==> src/gsni_pkg.sv <==
package gsni_pkg;

    localparam int MAX_DIM         = 1024;
    localparam int SIZE_W          = 11;
    localparam int IDX_W           = 31;
    localparam int XY_W            = 2 * SIZE_W;
    localparam int DQ_W            = IDX_W + 1;
    localparam int STEPS_PER_STAGE = 4;
    localparam int DIV_STAGES      = DQ_W / STEPS_PER_STAGE;
    localparam int NUM_STAGES      = 2 * DIV_STAGES;
    localparam int PIPE_LAT        = NUM_STAGES + 2;

    localparam int CFG_IDX_W = 2;
    localparam logic [CFG_IDX_W-1:0] CFG_SIZE_X      = 2'd0;
    localparam logic [CFG_IDX_W-1:0] CFG_SIZE_Y      = 2'd1;
    localparam logic [CFG_IDX_W-1:0] CFG_SIZE_Z      = 2'd2;
    localparam logic [CFG_IDX_W-1:0] CFG_POINT_COUNT = 2'd3;

    typedef struct packed {
        logic [SIZE_W-1:0] rem;
        logic [DQ_W-1:0]   dq;
    } t_div_st;

    typedef struct packed {
        logic              err;
        logic [IDX_W-1:0]  idx;
        t_div_st           div;
        logic [SIZE_W-1:0] px0;
    } t_stage;

    function automatic logic [SIZE_W-1:0] eff_size(input logic [SIZE_W-1:0] s);
        logic [SIZE_W-1:0] r;
        r = s;
        if (s == '0) begin
            r = SIZE_W'(1);
        end else if (s > SIZE_W'(MAX_DIM)) begin
            r = SIZE_W'(MAX_DIM);
        end
        return r;
    endfunction

    // restoring division, one quotient bit per step
    function automatic t_div_st div_steps(input t_div_st s, input logic [SIZE_W-1:0] d);
        t_div_st       r;
        logic [SIZE_W:0] t;
        logic          qb;
        r = s;
        for (int i = 0; i < STEPS_PER_STAGE; i++) begin
            t  = {r.rem, r.dq[DQ_W-1]};
            qb = (t >= {1'b0, d});
            if (qb) begin
                t = t - {1'b0, d};
            end
            r.rem = t[SIZE_W-1:0];
            r.dq  = {r.dq[DQ_W-2:0], qb};
        end
        return r;
    endfunction

endpackage

==> src/grid_six_neighbour_index_unit.sv <==
// pipeline: an input register, the divider stages and an output register
// throughput: one request per cycle, busy stays low once out of reset
// the divider stages form two chained 32-step restoring dividers, four steps per stage
// reset: synchronous, sizes and point count go to 1, pipeline emptied,
// busy high during reset and the cycle after; the receiver cannot stall
module grid_six_neighbour_index_unit (
    input  logic                                i_clk,
    input  logic                                i_rst_n,
    input  logic                                start,
    output logic                                busy,
    input  logic [gsni_pkg::IDX_W-1:0]          i_point_index,
    input  logic                                i_cfg_we,
    input  logic [gsni_pkg::CFG_IDX_W-1:0]      i_cfg_idx,
    input  logic [gsni_pkg::IDX_W-1:0]          i_cfg_data,
    output logic                                o_valid,
    output logic [gsni_pkg::IDX_W-1:0]          o_neighbour_x_minus,
    output logic [gsni_pkg::IDX_W-1:0]          o_neighbour_x_plus,
    output logic [gsni_pkg::IDX_W-1:0]          o_neighbour_y_minus,
    output logic [gsni_pkg::IDX_W-1:0]          o_neighbour_y_plus,
    output logic [gsni_pkg::IDX_W-1:0]          o_neighbour_z_minus,
    output logic [gsni_pkg::IDX_W-1:0]          o_neighbour_z_plus,
    output logic                                o_index_error
);

    logic [gsni_pkg::SIZE_W-1:0] r_size_x;
    logic [gsni_pkg::SIZE_W-1:0] r_size_y;
    logic [gsni_pkg::SIZE_W-1:0] r_size_z;
    logic [gsni_pkg::IDX_W-1:0]  r_point_count;
    logic [gsni_pkg::XY_W-1:0]   r_size_xy;
    logic                        r_run;
    logic                        accept;

    logic [gsni_pkg::NUM_STAGES:0] r_vld;
    logic [gsni_pkg::NUM_STAGES:0] n_vld;
    gsni_pkg::t_stage              r_stg [gsni_pkg::NUM_STAGES+1];
    gsni_pkg::t_stage              n_stg [gsni_pkg::NUM_STAGES+1];

    logic                       r_out_valid;
    logic                       r_out_err;
    logic [gsni_pkg::IDX_W-1:0] r_out_xm, r_out_xp, r_out_ym, r_out_yp, r_out_zm, r_out_zp;
    logic [gsni_pkg::IDX_W-1:0] n_out_xm, n_out_xp, n_out_ym, n_out_yp, n_out_zm, n_out_zp;

    assign busy   = !r_run;
    assign accept = start && !busy;

    always_ff @(posedge i_clk) begin
        if (!i_rst_n) begin
            r_run         <= 1'b0;
            r_size_x      <= gsni_pkg::SIZE_W'(1);
            r_size_y      <= gsni_pkg::SIZE_W'(1);
            r_size_z      <= gsni_pkg::SIZE_W'(1);
            r_point_count <= gsni_pkg::IDX_W'(1);
        end else begin
            r_run <= 1'b1;
            if (i_cfg_we) begin
                case (i_cfg_idx)
                    gsni_pkg::CFG_SIZE_X: begin
                        r_size_x <= gsni_pkg::eff_size(i_cfg_data[gsni_pkg::SIZE_W-1:0]);
                    end
                    gsni_pkg::CFG_SIZE_Y: begin
                        r_size_y <= gsni_pkg::eff_size(i_cfg_data[gsni_pkg::SIZE_W-1:0]);
                    end
                    gsni_pkg::CFG_SIZE_Z: begin
                        r_size_z <= gsni_pkg::eff_size(i_cfg_data[gsni_pkg::SIZE_W-1:0]);
                    end
                    gsni_pkg::CFG_POINT_COUNT: begin
                        r_point_count <= i_cfg_data;
                    end
                    default: begin
                    end
                endcase
            end
        end
    end

    // layer size, settles long before any request reaches the last stage
    always_ff @(posedge i_clk) begin
        r_size_xy <= gsni_pkg::XY_W'(r_size_x) * gsni_pkg::XY_W'(r_size_y);
    end

    // stage 0 loads the request, stages 1..8 divide by size_x, 9..16 the quotient by size_y
    always_comb begin
        gsni_pkg::t_div_st src;
        src = '0;
        n_vld[0]          = accept;
        n_stg[0].err      = (i_point_index == '0) || (i_point_index > r_point_count);
        n_stg[0].idx      = i_point_index;
        n_stg[0].div.rem  = '0;
        n_stg[0].div.dq   = {1'b0, i_point_index - gsni_pkg::IDX_W'(1)};
        n_stg[0].px0      = '0;
        for (int s = 1; s <= gsni_pkg::NUM_STAGES; s++) begin
            n_vld[s] = r_vld[s-1];
            n_stg[s] = r_stg[s-1];
            src      = r_stg[s-1].div;
            if (s == gsni_pkg::DIV_STAGES + 1) begin
                n_stg[s].px0 = r_stg[s-1].div.rem;
                src.rem      = '0;
            end
            if (s <= gsni_pkg::DIV_STAGES) begin
                n_stg[s].div = gsni_pkg::div_steps(src, r_size_x);
            end else begin
                n_stg[s].div = gsni_pkg::div_steps(src, r_size_y);
            end
        end
    end

    always_ff @(posedge i_clk) begin
        if (!i_rst_n) begin
            r_vld <= '0;
        end else begin
            r_vld <= n_vld;
        end
    end

    always_ff @(posedge i_clk) begin
        r_stg <= n_stg;
    end

    // neighbour formation from the zero-based coordinates
    always_comb begin
        gsni_pkg::t_stage           last;
        logic [gsni_pkg::IDX_W-1:0] sx;
        logic [gsni_pkg::IDX_W-1:0] sxy;
        logic [gsni_pkg::SIZE_W-1:0] py0;
        logic [gsni_pkg::DQ_W-1:0]  pz0;
        last = r_stg[gsni_pkg::NUM_STAGES];
        sx   = gsni_pkg::IDX_W'(r_size_x);
        sxy  = gsni_pkg::IDX_W'(r_size_xy);
        py0  = last.div.rem;
        pz0  = last.div.dq;
        n_out_xm = (last.px0 != '0) ? last.idx - gsni_pkg::IDX_W'(1) : '0;
        n_out_xp = (last.px0 != r_size_x - gsni_pkg::SIZE_W'(1)) ?
                   last.idx + gsni_pkg::IDX_W'(1) : '0;
        n_out_ym = (py0 != '0) ? last.idx - sx : '0;
        n_out_yp = (py0 != r_size_y - gsni_pkg::SIZE_W'(1)) ? last.idx + sx : '0;
        n_out_zm = (pz0 != '0) ? last.idx - sxy : '0;
        n_out_zp = (pz0 < gsni_pkg::DQ_W'(r_size_z) - gsni_pkg::DQ_W'(1)) ?
                   last.idx + sxy : '0;
        if (last.err) begin
            n_out_xm = '0;
            n_out_xp = '0;
            n_out_ym = '0;
            n_out_yp = '0;
            n_out_zm = '0;
            n_out_zp = '0;
        end
    end

    always_ff @(posedge i_clk) begin
        if (!i_rst_n) begin
            r_out_valid <= 1'b0;
        end else begin
            r_out_valid <= r_vld[gsni_pkg::NUM_STAGES];
        end
    end

    always_ff @(posedge i_clk) begin
        r_out_err <= r_stg[gsni_pkg::NUM_STAGES].err;
        r_out_xm  <= n_out_xm;
        r_out_xp  <= n_out_xp;
        r_out_ym  <= n_out_ym;
        r_out_yp  <= n_out_yp;
        r_out_zm  <= n_out_zm;
        r_out_zp  <= n_out_zp;
    end

    assign o_valid             = r_out_valid;
    assign o_index_error       = r_out_err;
    assign o_neighbour_x_minus = r_out_xm;
    assign o_neighbour_x_plus  = r_out_xp;
    assign o_neighbour_y_minus = r_out_ym;
    assign o_neighbour_y_plus  = r_out_yp;
    assign o_neighbour_z_minus = r_out_zm;
    assign o_neighbour_z_plus  = r_out_zp;

endmodule

==> config.mk <==
export PLATFORM = sky130hd
export DESIGN_NAME = grid_six_neighbour_index_unit
export DESIGN_NICKNAME = d
export VERILOG_FILES = /design/src/gsni_pkg.sv /design/src/grid_six_neighbour_index_unit.sv
export SDC_FILE = /design/constraint.sdc
export NUM_CORES = 2
export LEC_CHECK = 0
export ABC_AREA = 1
export ABC_CLOCK_PERIOD_IN_PS = 9500
export BUFFER_PORTS_ARGS = -buffer_cell sky130_fd_sc_hd__buf_2
export CORE_MARGIN = 8
export CORE_UTILIZATION = 56
export CTS_BUF_LIST = sky130_fd_sc_hd__clkbuf_16
export DETAILED_ROUTE_END_ITERATION = 10
export GPL_TIMING_DRIVEN = 0
export HOLD_SLACK_MARGIN = 0.06
export PLACE_DENSITY = 0.69
export SLEW_MARGIN = 20
export SYNTH_ARGS = -nofsm -noshare
export SYNTH_HDL_FRONTEND = slang
export SYNTH_SLANG_ARGS = --single-unit
==> constraint.sdc <==
create_clock -name i_clk -period 9.5 [get_ports i_clk]
set_input_delay 0.95 -clock i_clk [delete_from_list [all_inputs] [get_ports i_clk]]
set_output_delay 0.95 -clock i_clk [all_outputs]
set_load 0.005 [all_outputs]
==> summary.md <==
| Metric | Value |
|---|---|
| Clock latency on the worst-skew pair | 0.80 ns |
| Pin count of the biggest net entering global routing | 36 |
| Launch point of the worst reg-to-reg path | r_size_y[1] |
| Die ar. | 170000 um^2 |
| Critical path type | reg2reg |
| FILL cells | 13900 |
| Clock skew after layout | 0.0498 ns |
| Nets in the synthesized netlist | 12400 |
| Type of origin of the critical path | flop |
| Instance count of the mapped netlist | 11300 |
| Pin slew with the least headroom to its limit | 1.11 ns |
| Maximum operating frequency | 113 MHz |
| Port-buffer cells | 256 |
| Routed wirelength normalized by instance count | 17.8 um |
| Met1 layer wirelength in the final routing | 114000 um |
| Initial Util | 56.4% |
| X dimension of the die | 413 um |
| Total number of nets in the final design | 12800 |
| Resized Gates After CTS | 0 |
| Tcrit/Tclk final | 93.3% |
| Synth unique cells | 72 |
| Overall overflow remaining after global route | 0 |
| Total stage count of the critical path | 45 |
| Share of the yosys chip area belonging to registers | 37.3% |
| Site Rows | 145 |
| Wire length of the first global-routing pass | 388000 um |
| Most common library cell in the layout ignoring fill and taps | sky130_fd_sc_hd__nand2_1 |
| Data required time at the worst endpoint | 10.17 ns |
| CP top delay family | compound AO/OA/AOI/OAI gates |
| Wire length on met2 | 111000 um |
| Result of the run | complete, no violations |
| Count of cells along the worst register-to-register path | 45 |
| Seq cells post-synth | 1643 |
| Synthesis Warnings | 0 |
| Number of max-capacitance violations reported | 0 |
| Metal3 WL | 15500 um |
| Number of clock sinks seen by CTS | 1643 |
| Global-route usage over all layers | 28.3% |
| Vias in the first global route | 72000 |
| Final-report max-slew violation count | 0 |
| Synth Cell Area | 88200 um^2 |
| Arrival time at the worst endpoint | 9.53 ns |
| CTS Hold Buffers Added | 0 |
| Total Routed Length | 248000 um |
| Layout overhead on the synthesized area | 11.3% |
| Setup repair after global routing missed its margin | no |
| Buffers and inverters on the worst path | 13 |
| Commonest cells after routing, fill and taps aside | 2768 x sky130_fd_sc_hd__nand2_1, 1637 x sky130_fd_sc_hd__dfxtp_1, 1434 x sky130_fd_sc_hd__inv_1 |
| Number of endpoints failing setup at the final stage | 0 |
| Max Used Layer | met4 |
| Clock-pin slew on the worst setup and hold paths | 0.06 ns |
| Final number of hold-violating endpoints | 0 |
| Longest individual stage delay on the worst path | 0.60 ns |
| Async SR Flop Fraction | 0% |
| Ratio of cells with drive above 1 in the final layout | 7.60% |
| Final critical delay including setup and external delays | 8.87 ns |
| First-pass detailed-route iteration total | 9 |
| Via density per instance | 5.39 |
| Hold wc startpoint | n_stg[1057] |
| Number of DRC markers after the initial detailed-route iteration | 5829 |
| Core occupancy in the finished layout | 62.8% |
| Depth of the CTS H-tree | 4 |
| Setup Buffers After CTS | 0 |
| Die Y-Extent | 413 um |
| Post-detailed-route DRC marker count | 0 |
| Vias | 75000 |
| Top FF cell, synth | sky130_fd_sc_hd__dfxtp_1 |
| Worst hold path depth | 0 |
| Number of enable-type register cells in the synthesized netlist | 0 |
| Critical path's slowest cell | sky130_fd_sc_hd__dfxtp_4 |
| Syn Area/Cell | 7.81 um^2 |
| Critical Path End Type | flop |
| Initial antenna violation count | 10 |
| Final HPWL from detailed placement | 189000 um |
| Relative slew slack | 25.8% |
| Worst min path class | reg2reg |
| CTS buffer count | 165 |
| Cell seen most often among critical-path stages | sky130_fd_sc_hd__nand2_1 |
| I/O Pins | 257 |
| TritonCTS clock tree | done |
| Maximum fanout encountered on the critical timing path | 27 |
| CTS Buffer Depth | 3 |
| Start point of the critical path | r_size_y[1] |
| RePlAce Congestion | 0.980 |
| Clock root buffer | sky130_fd_sc_hd__clkbuf_16 |
| Number of antenna-violating nets in the routed design | 0 |
| Area of the core | 156000 um^2 |
## worst reg2reg max path, delay by kind of cell, from the launching register on
family,cells,cell delay [ns]
DFF,1,0.60
AOI/OAI and AO/OA,14,2.77
buffers and inverters,13,2.30
adders and majority gates,4,1.47
and+or+nand+nor,14,1.59
## cell usage after synthesis (28+ instances only)
| cell | n | share of area (%) |
|---|---|---|
| sky130_fd_sc_hd__nand2_1 | 2768 | 12 |
| sky130_fd_sc_hd__dfxtp_1 | 1643 | 37 |
| sky130_fd_sc_hd__inv_1 | 1422 | 6.1 |
| sky130_fd_sc_hd__ha_1 | 879 | 12 |
| sky130_fd_sc_hd__a21oi_1 | 837 | 4.7 |
| sky130_fd_sc_hd__nor2_1 | 784 | 3.3 |
| sky130_fd_sc_hd__o21ai_0 | 590 | 3.3 |
| sky130_fd_sc_hd__xor2_1 | 433 | 4.3 |
| sky130_fd_sc_hd__nand3_1 | 427 | 2.4 |
| sky130_fd_sc_hd__xnor2_1 | 162 | 1.6 |
| sky130_fd_sc_hd__nand4_1 | 159 | 1.1 |
| sky130_fd_sc_hd__fa_1 | 146 | 3.3 |
| sky130_fd_sc_hd__nor3_1 | 135 | 0.77 |
| sky130_fd_sc_hd__clkbuf_1 | 82 | 0.35 |
| sky130_fd_sc_hd__o21bai_1 | 67 | 0.57 |
| sky130_fd_sc_hd__o21ai_1 | 63 | 0.36 |
| sky130_fd_sc_hd__or2_2 | 50 | 0.35 |
| sky130_fd_sc_hd__a21o_1 | 47 | 0.40 |
| sky130_fd_sc_hd__buf_2 | 42 | 0.24 |
| sky130_fd_sc_hd__nor4_1 | 39 | 0.28 |
| sky130_fd_sc_hd__nand3_2 | 37 | 0.42 |
| sky130_fd_sc_hd__o21a_1 | 37 | 0.31 |
| sky130_fd_sc_hd__buf_4 | 34 | 0.29 |
| sky130_fd_sc_hd__nand2_2 | 32 | 0.23 |
| sky130_fd_sc_hd__nand3b_1 | 32 | 0.27 |
| sky130_fd_sc_hd__a31oi_1 | 31 | 0.22 |
| sky130_fd_sc_hd__o2111ai_1 | 28 | 0.28 |
## registers in the layout (all words and copies together), names as in the netlist
name	flops
r_size_x	11
r_run	1
r_stg	303
o_neighbour_y_plus	31
o_valid	1
r_size_y	11
r_size_xy	22
o_neighbour_z_plus	31
o_index_error	1
r_point_count	31
o_neighbour_y_minus	31
r_vld	17
o_neighbour_z_minus	31
o_neighbour_x_minus	31
o_neighbour_x_plus	31
n_stg	1048
r_size_z	11
## per-layer routing
layer  vias to the layer above  track usage [%]
li1                      37700                -
met1                     34500             39.1
met2                      2354             46.0
met3                       490             3.71
met4                         0             9.14
met5                         -                0
## final timing paths
check / endpoint / slack, ns
worst max register to register: r_stg[52] / 0.63
worst min register to register: n_stg[975] / 0.28
worst max-delay path: r_stg[52] / 0.63
worst min-delay path: n_stg[975] / 0.28
## stage by stage
step | setup WS (ns) | cells | TNS [ns] | instance area, um^2 | hold slack [ns]
6_report | 0.634 | 13900 | 0 | 98200 | 0.284
3_5_place_dp | 0.216 | 13600 | 0 | 92500 | 0.312
4_1_cts | 0.120 | 13900 | 0 | 98200 | 0.260
2_1_floorplan | 0.750 | 11300 | 0 | 88200 | 0.310
3_3_place_gp | -4.00 | 13600 | -704.73 | 92100 | 0.310
5_1_grt | 0.00146 | 13900 | 0 | 98200 | 0.273
## cells by family (layout without fill, tap and decap cells)
logic type	after synthesis	count (layout)	synth area share (%)
AND/OR/NAND/NOR	4564	4564	22.1
AO/OA/AOI/OAI	1833	1833	11.5
flip-flops	1643	1643	37.3
buffers and inverters	1639	2212	7.38
adder cells (fa/ha/maj)	1025	1025	15.8
XOR/XNOR	595	595	5.91
other	0	4	0
## area by class of cell
class / instances / area, um^2 / area share (%)
multi-input combinational: 8017 / 48800 / 49.7
clock buffer: 167 / 4180 / 4.26
clock inverter: 138 / 1460 / 1.49
antenna: 4 / 10.0 / 0.0102
buffer: 179 / 1020 / 1.04
inverter: 1457 / 5530 / 5.63
sequential: 1643 / 32900 / 33.5
timing repair buffer: 271 / 1670 / 1.70
tap: 2058 / 2570 / 2.62
Power is not shown: default switching activity piles up to over one toggle a cycle in this logic, so the estimate is an artifact.
